<file path="config.mk">
export PLATFORM = sky130hd
export DESIGN_NAME = ps2_mouse_packet_tracker_unit
export DESIGN_NICKNAME = d
export VERILOG_FILES = /design/src/design/ps2mpt_pkg.sv /design/src/design/ps2mpt_apb_regs.sv /design/src/design/ps2mpt_pkt_engine.sv /design/src/design/ps2_mouse_packet_tracker_unit.sv
export SDC_FILE = /design/constraint.sdc
export NUM_CORES = 1
export LEC_CHECK = 0
export BUFFER_PORTS_ARGS = -buffer_cell sky130_fd_sc_hd__clkbuf_2
export CAP_MARGIN = 20
export CORE_UTILIZATION = 51
export CTS_CLUSTER_DIAMETER = 120
export DETAILED_ROUTE_END_ITERATION = 10
export GPL_ROUTABILITY_DRIVEN = 0
export GPL_TIMING_DRIVEN = 0
export PLACE_DENSITY = 0.77
export SLEW_MARGIN = 5
export SYNTH_ARGS = -nofsm -noshare
export SYNTH_HDL_FRONTEND = slang
export SYNTH_SLANG_ARGS = --single-unit
</file>
<file path="constraint.sdc">
create_clock -name clk_i -period 4.1 [get_ports clk_i]
set_input_delay 0.82 -clock clk_i [delete_from_list [all_inputs] [get_ports clk_i]]
set_output_delay 0.82 -clock clk_i [all_outputs]
set_load 0.02 [all_outputs]
</file>
<file path="src/design/ps2mpt_pkg.sv">
`timescale 1ns / 1ps
`default_nettype none
// ----------------------------------------------------------------------------
// PS/2 mouse packet tracker package
// Shared widths, register map, reset values and types.
// ----------------------------------------------------------------------------
package ps2mpt_pkg;

  localparam int unsigned POS_BITS   = 12;
  localparam int unsigned COORD_W    = 12;
  localparam int unsigned CALC_W     = ((POS_BITS > COORD_W) ? POS_BITS : COORD_W) + 2;
  localparam int unsigned APB_AW     = 3;
  localparam int unsigned APB_DW     = 32;

  localparam logic [COORD_W-1:0] WIDTH_RST  = 12'd1024;
  localparam logic [COORD_W-1:0] HEIGHT_RST = 12'd768;

  typedef enum logic {
    REG_WIDTH  = 1'b0,
    REG_HEIGHT = 1'b1
  } reg_idx_e;

  typedef enum logic [1:0] {
    PH_FIRST  = 2'd0,
    PH_SECOND = 2'd1,
    PH_THIRD  = 2'd2
  } phase_e;

  typedef struct packed {
    logic [COORD_W-1:0] pos_x;
    logic [COORD_W-1:0] pos_y;
    logic               left_down;
    logic               right_down;
    logic               left_released;
    logic               right_released;
    logic               packet_done;
  } res_t;

endpackage
`default_nettype wire

</file>
<file path="src/design/ps2mpt_apb_regs.sv">
`timescale 1ns / 1ps
`default_nettype none
// ----------------------------------------------------------------------------
// PS/2 mouse packet tracker configuration registers
// APB-style screen width and height registers; pready is tied high.
// ----------------------------------------------------------------------------
module ps2mpt_apb_regs (
  input  wire logic                          clk_i,
  input  wire logic                          rst_ni,
  input  wire logic                          psel,
  input  wire logic                          penable,
  input  wire logic                          pwrite,
  input  wire logic [ps2mpt_pkg::APB_AW-1:0] paddr,
  input  wire logic [ps2mpt_pkg::APB_DW-1:0] pwdata,
  output logic      [ps2mpt_pkg::APB_DW-1:0] prdata,
  output logic                               pready,
  output logic      [ps2mpt_pkg::COORD_W-1:0] width_o,
  output logic      [ps2mpt_pkg::COORD_W-1:0] height_o
);
  import ps2mpt_pkg::*;

  logic [COORD_W-1:0] width_q, width_d;
  logic [COORD_W-1:0] height_q, height_d;
  logic               wr_en;
  reg_idx_e           idx;

  assign pready = 1'b1;
  assign wr_en  = psel & penable & pwrite;
  assign idx    = reg_idx_e'(paddr[2]);

  always_comb begin
    width_d  = width_q;
    height_d = height_q;
    prdata   = '0;
    unique case (idx)
      REG_WIDTH: begin
        if (wr_en) width_d = pwdata[COORD_W-1:0];
        prdata = APB_DW'(width_q);
      end
      REG_HEIGHT: begin
        if (wr_en) height_d = pwdata[COORD_W-1:0];
        prdata = APB_DW'(height_q);
      end
      default: prdata = '0;
    endcase
  end

  always_ff @(posedge clk_i or negedge rst_ni) begin
    if (!rst_ni) begin
      width_q  <= WIDTH_RST;
      height_q <= HEIGHT_RST;
    end else begin
      width_q  <= width_d;
      height_q <= height_d;
    end
  end

  assign width_o  = width_q;
  assign height_o = height_q;

endmodule
`default_nettype wire

</file>
<file path="src/design/ps2mpt_pkt_engine.sv">
`timescale 1ns / 1ps
`default_nettype none
// ----------------------------------------------------------------------------
// PS/2 mouse packet tracker engine
// Byte alignment, packet capture, cursor add-and-clamp and button tracking.
// ----------------------------------------------------------------------------
module ps2mpt_pkt_engine (
  input  wire logic                           clk_i,
  input  wire logic                           rst_ni,
  input  wire logic                           fire_i,
  input  wire logic [7:0]                     byte_i,
  input  wire logic [ps2mpt_pkg::COORD_W-1:0] width_i,
  input  wire logic [ps2mpt_pkg::COORD_W-1:0] height_i,
  output ps2mpt_pkg::res_t                    res_o
);
  import ps2mpt_pkg::*;

  phase_e                    phase_q, phase_d;
  logic [7:0]                first_q, first_d;
  logic [7:0]                second_q, second_d;
  logic [POS_BITS-1:0]       cur_x_q, cur_x_d;
  logic [POS_BITS-1:0]       cur_y_q, cur_y_d;
  logic                      left_q, left_d;
  logic                      right_q, right_d;
  logic                      lrel_q, lrel_d;
  logic                      rrel_q, rrel_d;
  logic                      done;
  logic signed [8:0]         dx, dy;
  logic signed [CALC_W-1:0]  x_sum, y_sum, w_ext, h_ext;
  logic [POS_BITS-1:0]       x_clamp, y_clamp;

  assign dx    = $signed({first_q[4], second_q});
  assign dy    = $signed({first_q[5], byte_i});
  assign x_sum = $signed(CALC_W'(cur_x_q)) + CALC_W'(dx);
  assign y_sum = $signed(CALC_W'(cur_y_q)) - CALC_W'(dy);
  assign w_ext = $signed(CALC_W'(width_i));
  assign h_ext = $signed(CALC_W'(height_i));

  always_comb begin
    if (x_sum >= w_ext) begin
      x_clamp = (width_i != '0) ? POS_BITS'(width_i - 12'd1) : '0;
    end else if (x_sum < 0) begin
      x_clamp = '0;
    end else begin
      x_clamp = POS_BITS'(x_sum);
    end
    if (y_sum >= h_ext) begin
      y_clamp = (height_i >= 12'd2) ? POS_BITS'(height_i - 12'd2) : '0;
    end else if (y_sum < 0) begin
      y_clamp = '0;
    end else begin
      y_clamp = POS_BITS'(y_sum);
    end
  end

  always_comb begin
    phase_d  = phase_q;
    first_d  = first_q;
    second_d = second_q;
    cur_x_d  = cur_x_q;
    cur_y_d  = cur_y_q;
    left_d   = left_q;
    right_d  = right_q;
    lrel_d   = lrel_q;
    rrel_d   = rrel_q;
    done     = 1'b0;
    if (fire_i) begin
      unique case (phase_q)
        PH_SECOND: begin
          second_d = byte_i;
          phase_d  = PH_THIRD;
        end
        PH_THIRD: begin
          phase_d = PH_FIRST;
          done    = 1'b1;
          cur_x_d = x_clamp;
          cur_y_d = y_clamp;
          left_d  = first_q[0];
          right_d = first_q[1];
          lrel_d  = ~first_q[0] & left_q;
          rrel_d  = ~first_q[1] & right_q;
        end
        default: begin
          // resync: only a byte with bit 3 set opens a packet
          phase_d = PH_FIRST;
          if (byte_i[3]) begin
            first_d = byte_i;
            phase_d = PH_SECOND;
          end
        end
      endcase
    end
    res_o = '{pos_x:          COORD_W'(cur_x_d),
              pos_y:          COORD_W'(cur_y_d),
              left_down:      left_d,
              right_down:     right_d,
              left_released:  lrel_d,
              right_released: rrel_d,
              packet_done:    done};
  end

  always_ff @(posedge clk_i or negedge rst_ni) begin
    if (!rst_ni) begin
      phase_q <= PH_FIRST;
      cur_x_q <= '0;
      cur_y_q <= '0;
      left_q  <= 1'b0;
      right_q <= 1'b0;
      lrel_q  <= 1'b0;
      rrel_q  <= 1'b0;
    end else begin
      phase_q <= phase_d;
      cur_x_q <= cur_x_d;
      cur_y_q <= cur_y_d;
      left_q  <= left_d;
      right_q <= right_d;
      lrel_q  <= lrel_d;
      rrel_q  <= rrel_d;
    end
  end

  always_ff @(posedge clk_i) begin
    first_q  <= first_d;
    second_q <= second_d;
  end

endmodule
`default_nettype wire

</file>
<file path="src/design/ps2_mouse_packet_tracker_unit.sv">
`timescale 1ns / 1ps
`default_nettype none
// ----------------------------------------------------------------------------
// PS/2 mouse packet tracker
// Decodes a three-byte PS/2 mouse stream into cursor position and buttons.
// ----------------------------------------------------------------------------
// Usage:
//   Bytes enter on the rx channel (rx_valid_i/rx_ready_o/rx_byte_i); every
//   accepted byte yields exactly one result on the res channel, carrying the
//   cursor position, button state, release flags and packet_done.
//   Path: each byte passes the input register, then its result waits in the
//   result register until taken.
//   Throughput: one byte per cycle while results are taken or the result
//   stage is empty; the add-and-clamp between the two registers is a single pass.
//   Stall: while a result waits, the input register still takes one more
//   request; rx_ready_o then drops until res_ready_i frees the result stage.
//   Reset: both stages empty, cursor at 0,0, buttons released, alignment
//   waiting for a first byte, width 1024 and height 768.
//   Configuration: APB writes to width (0x0) and height (0x4) while idle.
// ----------------------------------------------------------------------------
module ps2_mouse_packet_tracker_unit (
  input  wire logic                           clk_i,
  input  wire logic                           rst_ni,
  input  wire logic                           rx_valid_i,
  output logic                                rx_ready_o,
  input  wire logic [7:0]                     rx_byte_i,
  output logic                                res_valid_o,
  input  wire logic                           res_ready_i,
  output logic      [ps2mpt_pkg::COORD_W-1:0] pos_x_o,
  output logic      [ps2mpt_pkg::COORD_W-1:0] pos_y_o,
  output logic                                left_down_o,
  output logic                                right_down_o,
  output logic                                left_released_o,
  output logic                                right_released_o,
  output logic                                packet_done_o,
  input  wire logic                           psel,
  input  wire logic                           penable,
  input  wire logic                           pwrite,
  input  wire logic [ps2mpt_pkg::APB_AW-1:0]  paddr,
  input  wire logic [ps2mpt_pkg::APB_DW-1:0]  pwdata,
  output logic      [ps2mpt_pkg::APB_DW-1:0]  prdata,
  output logic                                pready
);
  import ps2mpt_pkg::*;

  logic               in_valid_q, in_valid_d;
  logic [7:0]         in_byte_q;
  logic               res_valid_q, res_valid_d;
  res_t               res_q, eng_res;
  logic               advance;
  logic [COORD_W-1:0] width, height;

  ps2mpt_apb_regs u_regs (
    .clk_i    (clk_i),
    .rst_ni   (rst_ni),
    .psel     (psel),
    .penable  (penable),
    .pwrite   (pwrite),
    .paddr    (paddr),
    .pwdata   (pwdata),
    .prdata   (prdata),
    .pready   (pready),
    .width_o  (width),
    .height_o (height)
  );

  ps2mpt_pkt_engine u_engine (
    .clk_i    (clk_i),
    .rst_ni   (rst_ni),
    .fire_i   (in_valid_q & advance),
    .byte_i   (in_byte_q),
    .width_i  (width),
    .height_i (height),
    .res_o    (eng_res)
  );

  assign advance     = ~res_valid_q | res_ready_i;
  assign rx_ready_o  = ~in_valid_q | advance;
  assign in_valid_d  = rx_ready_o ? rx_valid_i : in_valid_q;
  assign res_valid_d = advance ? in_valid_q : res_valid_q;

  always_ff @(posedge clk_i or negedge rst_ni) begin
    if (!rst_ni) begin
      in_valid_q  <= 1'b0;
      res_valid_q <= 1'b0;
    end else begin
      in_valid_q  <= in_valid_d;
      res_valid_q <= res_valid_d;
    end
  end

  always_ff @(posedge clk_i) begin
    if (rx_ready_o) in_byte_q <= rx_byte_i;
    if (advance && in_valid_q) res_q <= eng_res;
  end

  assign res_valid_o      = res_valid_q;
  assign pos_x_o          = res_q.pos_x;
  assign pos_y_o          = res_q.pos_y;
  assign left_down_o      = res_q.left_down;
  assign right_down_o     = res_q.right_down;
  assign left_released_o  = res_q.left_released;
  assign right_released_o = res_q.right_released;
  assign packet_done_o    = res_q.packet_done;

endmodule
`default_nettype wire

</file>
==> results.md, run 1 <==
* Gate Count Post-Synth at 587
* Register bit total from synthesis at 105
* Reg2reg end: pos_y_o[10]
* Antenna violations before repair at 0
* Non-filler cells, final at 862
* Placed cells at 823
* Hold_sp: in_byte_q[7]
* Peak Freq at 233 MHz
* Fin worst setup slack at -0.192 ns
* Drt wl/cell at 19.2 um
* Hold Path Sink: u_engine.second_q[7]
* IO Pins at 114
* Reg2reg start: in_byte_q[0]
* 1st-pass router iterations at 5
* Worst hold path type: flop to flop
* Period utilization at 105%
* Initial Util at 52.2%
* Critical path fanouts, max at 3
* Num CTS Buffers at 9
* Top cell type by total area after synthesis: edfxtp_1
* Row count at 40
* MaxCap Viol Count at 0
* VDD IR max at 0.000320 V
* Fin Clk Skew at 0.0115 ns
* R2R depth at 19
* Total power at 5.63 mW
* Drc violations at 0
* Routed WL at 16500 um
* N_diodes at 0
* Slew Limit Headroom at 44.8%
* Number of global-route vias before repair at 4960
* Failing checks: negative setup slack
* DR vias at 5072
* Async SR Flop Fraction at 53.3%
* Final hold violations at 0
* GRT Total Usage at 26.0%
* Largest cells by area after synthesis: edfxtp_1, dfrtp_1, ha_1, mux2_2, xnor2_1
* Worst skew pair latency at 0.36 ns
* R2r setup slk at -0.19 ns
* Synth Flop Type: dfrtp_1
* P_leak at 3.55 nW
* Max H-tree Level at 3
* Core Area at 12000 sq um
* Hold path depth at 0
* CTS Hold Bufs at 0
* Syn_area_per_cell at 10.6 sq um
* Clock root cell: clkbuf_16
* Port Buf Inserts at 69
* Count of cell types in the netlist at 62
* Measured slew at the worst slew-check pin at 0.829 ns
* Clk buf depth at 2
* Die area at 12700 sq um
* Die width at 113 um
* Share of post-route cells with drive strength above 1 at 34.4%
* EDFF count, synth at 49
* CTS Sinks at 105
* Sequential share of the synthesized area at 46.0%
* Synth warn at 0
* Reg clk slew, reported paths at 0.08 ns
* CTS tree: done
* Post-route ant nets at 0
* Post-layout min period at 4.29 ns
* Crit path kind: flop to flop
* Status: complete, but fails checks
* Critical Path RT at 4.19 ns
* RSZ-0062 raised after global routing: true
* Synth top cells by count: inv_1, nand2_1, ha_1
* Worst setup EP type: flop
* Area Overhead vs Synth at 25.4%
* Worst Setup Start Kind: flop
* Share of the synthesized area in the top cell type at 23.5%
* Power per cell area at 719 nW/um^2
* GRT overflow at 0
* Count leader, synth: inv_1
* Hold_ws at 0.473 ns
* Fin. max-slew vios at 0
* Final setup violation count at 33
* Via density at 5.88
* Post-Place Setup Slack at -0.856 ns
* Mapped Area at 6250 sq um
* Final HPWL DP at 11100 um
* Largest net degree at the start of global routing at 57
* Die H at 113 um
* Final #Nets at 816
* Crit path DAT at 4.38 ns
* Wire length of the first global-routing pass at 25300 um
* Initial DRC count at 497
-- cell type report --
class | count | area [sq um]
fillers | 844 | 4130
flip-flops and latches | 105 | 2880
multi-input cells | 408 | 3430
clock inverters | 7 | 71.3
inverters | 60 | 225
well taps | 147 | 184
repair buffers | 93 | 584
plain buffers | 33 | 240
clock buffers | 9 | 225
-- kinds of logic after synthesis --
group           synth area share [%]
simple gates                    10.6
compound gates                  15.3
flops                           46.0
buf+inv                         7.21
fa+ha+maj                       11.5
xor+xnor                        4.63
mux                             4.65
other cells                    0.120
-- placed cells by master (no fill, tap or decap), types with 20 or more instances in the layout --
cell type  count
a21oi_1       20
buf_4         42
clkbuf_2      68
conb_1        21
dfrtp_1       53
edfxtp_1      49
ha_1          47
inv_1         58
mux2_2        24
nand2_1       55
o21ai_0       24
xnor2_1       24
-- worst max-delay path by stage --
stage,end,startpoint,slack (ns)
2_1_floorplan,pos_y_o[9],u_engine.cur_y_q[0],0.11
3_3_place_gp,pos_y_o[9],in_byte_q[0],-0.68
3_5_place_dp,pos_y_o[9],in_byte_q[0],-0.86
4_1_cts,pos_y_o[9],in_byte_q[0],-0.19
5_1_grt,pos_y_o[10],in_byte_q[0],-0.34
6_report,pos_y_o[10],in_byte_q[0],-0.19
-- sequential cells by signal, summed over array words and instances, names as in the netlist, 2 cells and up --
name               flops
pos_x_o               12
pos_y_o               12
u_engine.cur_x_q      12
u_engine.cur_y_q      12
u_regs.height_o       12
u_regs.width_o        12
in_byte_q              8
u_engine.second_q      8
u_engine.first_q       4
u_engine.phase_q       2
-- routing by layer --
metal  global-route usage (%)  wire, um  vias to the layer above
met2                     42.9      8130                      261
met4                     13.1       712                        0
met3                     5.36      1140                       68
li1                         -         -                     2318
met1                     32.6      6530                     2425
met5                        0         0                        -
-- worst max-delay path: stages (launching register included) --
cell and delay, ns:
edfxtp_1 0.47, ha_2 0.25, inv_2 0.05, fa_2 0.36, a211o_1 0.28, a21oi_2 0.21
nor2_1 0.08, nor2_2 0.12, o21ai_2 0.08, xor2_2 0.25, ha_4 0.26, and4_1 0.17
nand3_2 0.09, nor2_2 0.06, a221oi_4 0.37, a21boi_2 0.11, a211oi_2 0.29, buf_4 0.16
a211oi_1 0.04, a221o_1 0.32
-- power breakdown --
group	switching, mW	total [mW]	internal [mW]	leakage, nW
registers	0.203	1.62	1.42	1.18
logic	1.82	3.15	1.33	2.23
clock network	0.431	0.862	0.431	0.144
total	2.46	5.63	3.18	3.55
-- what timing repair did --
action / 4_1_cts / 5_1_grt
gates resized for setup: 46 / 59
endpoints found under the setup margin: 48 / 48
cloned: 1 / 0
pin swaps: 31 / 37
buffers inserted: 10 / 12
-- stage by stage --
| stage | TNS, ns | utilization, % | cell area (sq um) |
|---|---|---|---|
| 2_1_floorplan | 0 | - | 6320 |
| 3_3_place_gp | -15.53 | 57.3 | 6850 |
| 3_5_place_dp | -23.85 | 57.5 | 6880 |
| 4_1_cts | -2.48 | 62.7 | 7500 |
| 5_1_grt | -7.73 | 65.5 | 7840 |
| 6_report | -2.51 | 65.5 | 7840 |
Power figures use the tool's default switching activity.
==> run 2, diff against run 1 <==
- BUFFER_PORTS_ARGS: -buffer_cell sky130_fd_sc_hd__clkbuf_2 -> -buffer_cell sky130_fd_sc_hd__buf_4
- CORE_ASPECT_RATIO: not set -> 0.6
- CORE_UTILIZATION: 51 -> 30
- PLACE_DENSITY: 0.77 -> not set
==> results.md, run 2 (synthesis results as in run 1) <==
* Critical path fanouts, max at 5
* Most common cell after layout, fill and taps aside: buf_4
* Initial DRC count at 387
* Drc violations at 0
* Port Buf Inserts at 69
* CTS tree: done
* CTS Hold Bufs at 0
* Failing checks: negative setup slack
* Fin. max-slew vios at 0
* VDD IR max at 0.000283 V
* Period utilization at 103%
* N_diodes at 0
* Crit path kind: flop to flop
* Cell Area, Placed at 7180 sq um
* 1st-pass router iterations at 5
* Antenna violations before repair at 0
* Power per cell area at 689 nW/um^2
* Routed WL at 18700 um
* Cell area after layout at 8270 sq um
* Final HPWL DP at 13200 um
* Worst skew pair latency at 0.36 ns
* CP Cell Sequence: inv_2, ha_4, inv_2, fa_2, a211o_1, a21oi_2, o21ai_1, a21oi_2, xnor2_1, ha_1, and4_1, nand3_2, o21bai_1, a221oi_2, buf_4, a21boi_2, a211oi_2, or3_4, buf_12, o221ai_4
* Status: complete, but fails checks
* Final hold violations at 0
* Num CTS Buffers at 9
* Hold path depth at 0
* MaxCap Viol Count at 0
* Area Overhead vs Synth at 32.3%
* Reg2reg end: pos_y_o[4]
* Post-route ant nets at 0
* Slowest CP cell: or3_4
* Core Area at 20200 sq um
* IO Pins at 114
* Die width at 188 um
* Final setup violation count at 15
* Critical Path RT at 4.28 ns
* DR vias at 4934
* GRT Total Usage at 17.2%
* Worst hold path type: flop to flop
* Most frequent cells in the layout: buf_4, inv_1, nand2_1, dfrtp_1, edfxtp_1
* P_leak at 3.62 nW
* Clk buf depth at 2
* Worst setup EP type: flop
* Reg2reg start: u_engine.cur_y_q[0]
* Clock root cell: clkbuf_16
* GRT overflow at 0
* Peak Freq at 237 MHz
* Worst Setup Start Kind: flop
* Largest net degree at the start of global routing at 57
* Wire length of the first global-routing pass at 27600 um
* CTS Sinks at 105
* Final #Nets at 824
* Max H-tree Level at 3
* Hold_sp: in_byte_q[7]
* Via density at 4.95
* Slew Limit Headroom at 42.8%
* Crit path DAT at 4.40 ns
* Number of global-route vias before repair at 4704
* Fin Clk Skew at 0.0127 ns
* Post-layout min period at 4.22 ns
* Slowest cell delay on critical path at 0.44 ns
* Die area at 21400 sq um
* Reg clk slew, reported paths at 0.08 ns
* Die H at 114 um
* Fin worst setup slack at -0.123 ns
* Share of post-route cells with drive strength above 1 at 35.0%
* Measured slew at the worst slew-check pin at 0.850 ns
* R2r setup slk at -0.12 ns
* R2R depth at 20
* Post-Place Setup Slack at -0.767 ns
* Row count at 40
* Fill count at 1979
* RSZ-0062 raised after global routing: true
* Hold Path Sink: u_engine.second_q[7]
* Initial Util at 30.9%
* Drt wl/cell at 18.8 um
run 2: cell type report:
type	count	area [sq um]	area share, %
sequential	105	2880	34.8
timing repair buffer	100	768	9.29
tap	273	342	4.13
multi-input combinational	409	3510	42.5
inverter	60	225	2.72
clock buffer	9	225	2.72
clock inverter	7	78.8	0.954
buffer	33	241	2.92
run 2: what timing repair did:
item	CTS	global route
hold endpoints to repair	0	0
pin swaps	30	43
gates cloned	0	2
setup buffers	20	10
setup endpoints to repair	48	48
resized for setup	50	61
run 2: how the worst max path moves through the flow:
stage                          from  slack, ns         end  cells after the start
4_1_cts        u_engine.second_q[0]      -0.06  pos_x_o[8]                     17
3_5_place_dp           in_byte_q[1]      -0.77  pos_y_o[4]                     20
3_3_place_gp           in_byte_q[3]      -0.75  pos_y_o[4]                     19
5_1_grt                in_byte_q[0]      -0.27  pos_y_o[4]                     20
6_report        u_engine.cur_y_q[0]      -0.12  pos_y_o[4]                     20
2_1_floorplan   u_engine.cur_y_q[0]       0.11  pos_y_o[9]                     20
run 2: routing by layer:
metal	up-vias	part of all wire, %	wire [um]	GRT usage [%]
met3	16	8.1	1520	4.95
li1	2328	-	-	-
met2	188	37	7000	21.7
met5	-	0	0	0
met4	0	0.88	164	3.39
met1	2402	54	10000	27.9
run 2: critical path: cells and delay by family (launching register included):
| family | cells | cell delay, ns |
|---|---|---|
| xor+xnor | 1 | 0.11 |
| flops | 1 | 0.40 |
| fa+ha+maj | 3 | 0.83 |
| simple gates | 3 | 0.73 |
| buf+inv | 4 | 0.45 |
| compound gates | 9 | 1.50 |
run 2: power breakdown:
part	switching, mW	total (mW)	leakage [nW]	internal [mW]
clock	0.455	0.893	0.151	0.439
sequential	0.202	1.62	1.18	1.42
combinational	1.81	3.18	2.29	1.37
run 2: per-stage QoR:
stage / std cells / power [mW] / setup TNS (ns) / utilization, % / hold slack [ns]
2_1_floorplan: 606 / 3.28 / 0 / - / 0.426
3_3_place_gp: 948 / 3.96 / -26.39 / 35.5 / 0.436
3_5_place_dp: 948 / 3.99 / -26.65 / 35.5 / 0.447
4_1_cts: 984 / 5.28 / -0.299 / 38.9 / 0.443
5_1_grt: 996 / 6.05 / -5.97 / 40.9 / 0.464
6_report: 996 / 5.69 / -1.12 / 40.9 / 0.441
==> run 3, diff against run 2 <==
==> constraint.sdc (replaced) <==
create_clock -name clk_i -period 5.48 [get_ports clk_i]
set_input_delay 1.096 -clock clk_i [delete_from_list [all_inputs] [get_ports clk_i]]
set_output_delay 1.096 -clock clk_i [all_outputs]
set_load 0.005 [all_outputs]
==> results.md, run 3 (synthesis results as in run 1) <==
* Reg2reg end: pos_y_o[4]
* Share of post-route cells with drive strength above 1 at 23.0%
* Antenna violations before repair at 0
* DR vias at 4696
* Die width at 188 um
* CTS tree: done
* Die H at 114 um
* Fin. max-slew vios at 0
* Number of global-route vias before repair at 4437
* Hold Path Sink: u_engine.second_q[7]
* GRT overflow at 0
* Final setup TNS at 0 ns
* Status: finished, final reports clean
* RSZ-0062 raised after global routing: false
* Fin Clk Skew at 0.0120 ns
* R2r setup slk at 0.49 ns
* Crit path kind: flop to flop
* Worst hold path type: flop to flop
* N_diodes at 0
* Crit path DAT at 5.07 ns
* Clk buf depth at 2
* Period utilization at 91.0%
* Initial DRC count at 398
* Num CTS Buffers at 9
* Slew Limit Headroom at 45.2%
* GRT Total Usage at 16.5%
* Critical Path RT at 5.56 ns
* CTS Sinks at 105
* Final #Nets at 792
* P_leak at 3.37 nW
* Routed WL at 17000 um
* Peak Freq at 200 MHz
* Post-layout util at 37.0%
* Reg clk slew, reported paths at 0.08 ns
* CTS Hold Bufs at 0
* Max H-tree Level at 3
* Cell area after layout at 7480 sq um
* Slowest cell delay on critical path at 0.56 ns
* Wire length of the first global-routing pass at 26300 um
* Total power at 3.59 mW
* Buffers & Inverters on Critical Path at 3
* Final setup violation count at 0
* IO Pins at 114
* Initial Util at 30.9%
* Most frequent cells in the layout: buf_4, inv_1, nand2_1, ha_1, dfrtp_1
* Post-layout min period at 4.99 ns
* Drc violations at 0
* Non-filler cells, final at 964
* Area Overhead vs Synth at 19.8%
* Post-route ant nets at 0
* Hold path depth at 0
* Power per cell area at 480 nW/um^2
* CP Cell Sequence: inv_1, ha_1, a21o_1, a21oi_1, nand2_1, a31oi_1, nor2_1, nor3_1, or3_1, inv_1, ha_1, and4_1, nand3_1, nor2_1, a221oi_1, a21boi_0, a211oi_1, or3_1, buf_4, o221ai_2
* Worst setup EP type: flop
* Measured slew at the worst slew-check pin at 0.814 ns
* Post-CTS setup repair buffer count at 0
* Hold_sp: in_byte_q[7]
* Largest net degree at the start of global routing at 57
* Worst Setup Start Kind: flop
* Most common cell after layout, fill and taps aside: buf_4
* Final HPWL DP at 13200 um
* Die area at 21400 sq um
* PostCTS Resize Cnt at 0
* Post-Place Setup Slack at 0.613 ns
* Fin worst setup slack at 0.492 ns
* Cell Area, Placed at 7180 sq um
* Critical path fanouts, max at 10
* Row count at 40
* Final hold violations at 0
* VDD IR max at 0.000203 V
* 1st-pass router iterations at 5
* R2R depth at 20
* Worst skew pair latency at 0.36 ns
* Reg2reg start: in_byte_q[3]
* Slowest CP cell: a221oi_1
* MaxCap Viol Count at 0
* Hold_ws at 0.438 ns
* Port Buf Inserts at 69
* Clock root cell: clkbuf_16
* Core Area at 20200 sq um
* Critical path's top delay family: compound AO/OA/AOI/OAI gates
* Via density at 4.87
* Placed cells at 948
* Drt wl/cell at 17.7 um
-- run 3: area by class of cell --
type	count	area, sq um
clock inverter	7	78.8
clock buffer	9	225
multi-input combinational	408	2990
timing repair buffer	69	518
inverter	60	225
tap	273	342
sequential	105	2880
buffer	33	225
fill	2033	12700
-- run 3: worst max path at each step --
stage | from | endpoint | cells past startpoint
after CTS | in_byte_q[3] | pos_y_o[4] | 20
after floorplan | u_engine.cur_y_q[0] | pos_y_o[9] | 20
after global placement | in_byte_q[3] | pos_y_o[4] | 19
after detailed placement | in_byte_q[1] | pos_y_o[4] | 20
final | in_byte_q[3] | pos_y_o[4] | 20
after global routing | in_byte_q[3] | pos_y_o[4] | 20
-- run 3: power breakdown --
part           internal (mW)  switching (mW)  total (mW)
sequential              1.06           0.144        1.21
combinational          0.725           0.992        1.72
clock                  0.328           0.339       0.667
total                   2.11            1.47        3.59
-- run 3: worst register-to-register path: stages (launching register included) --
cell      delay [ns]
edfxtp_1        0.41
inv_1           0.07
ha_1            0.36
a21o_1          0.20
a21oi_1         0.28
nand2_1         0.15
a31oi_1         0.34
nor2_1          0.09
nor3_1          0.19
or3_1           0.15
inv_1           0.05
ha_1            0.30
and4_1          0.21
nand3_1         0.10
nor2_1          0.06
a221oi_1        0.56
a21boi_0        0.21
a211oi_1        0.41
or3_1           0.17
buf_4           0.22
o221ai_2        0.20
-- run 3: routing by layer --
metal,up-vias,global-route usage (%),share of wire (%)
met4,0,2.85,0.64
li1,2266,-,-
met5,-,0,0
met2,176,20.0,35
met1,2242,27.6,55
met3,12,4.52,8.8
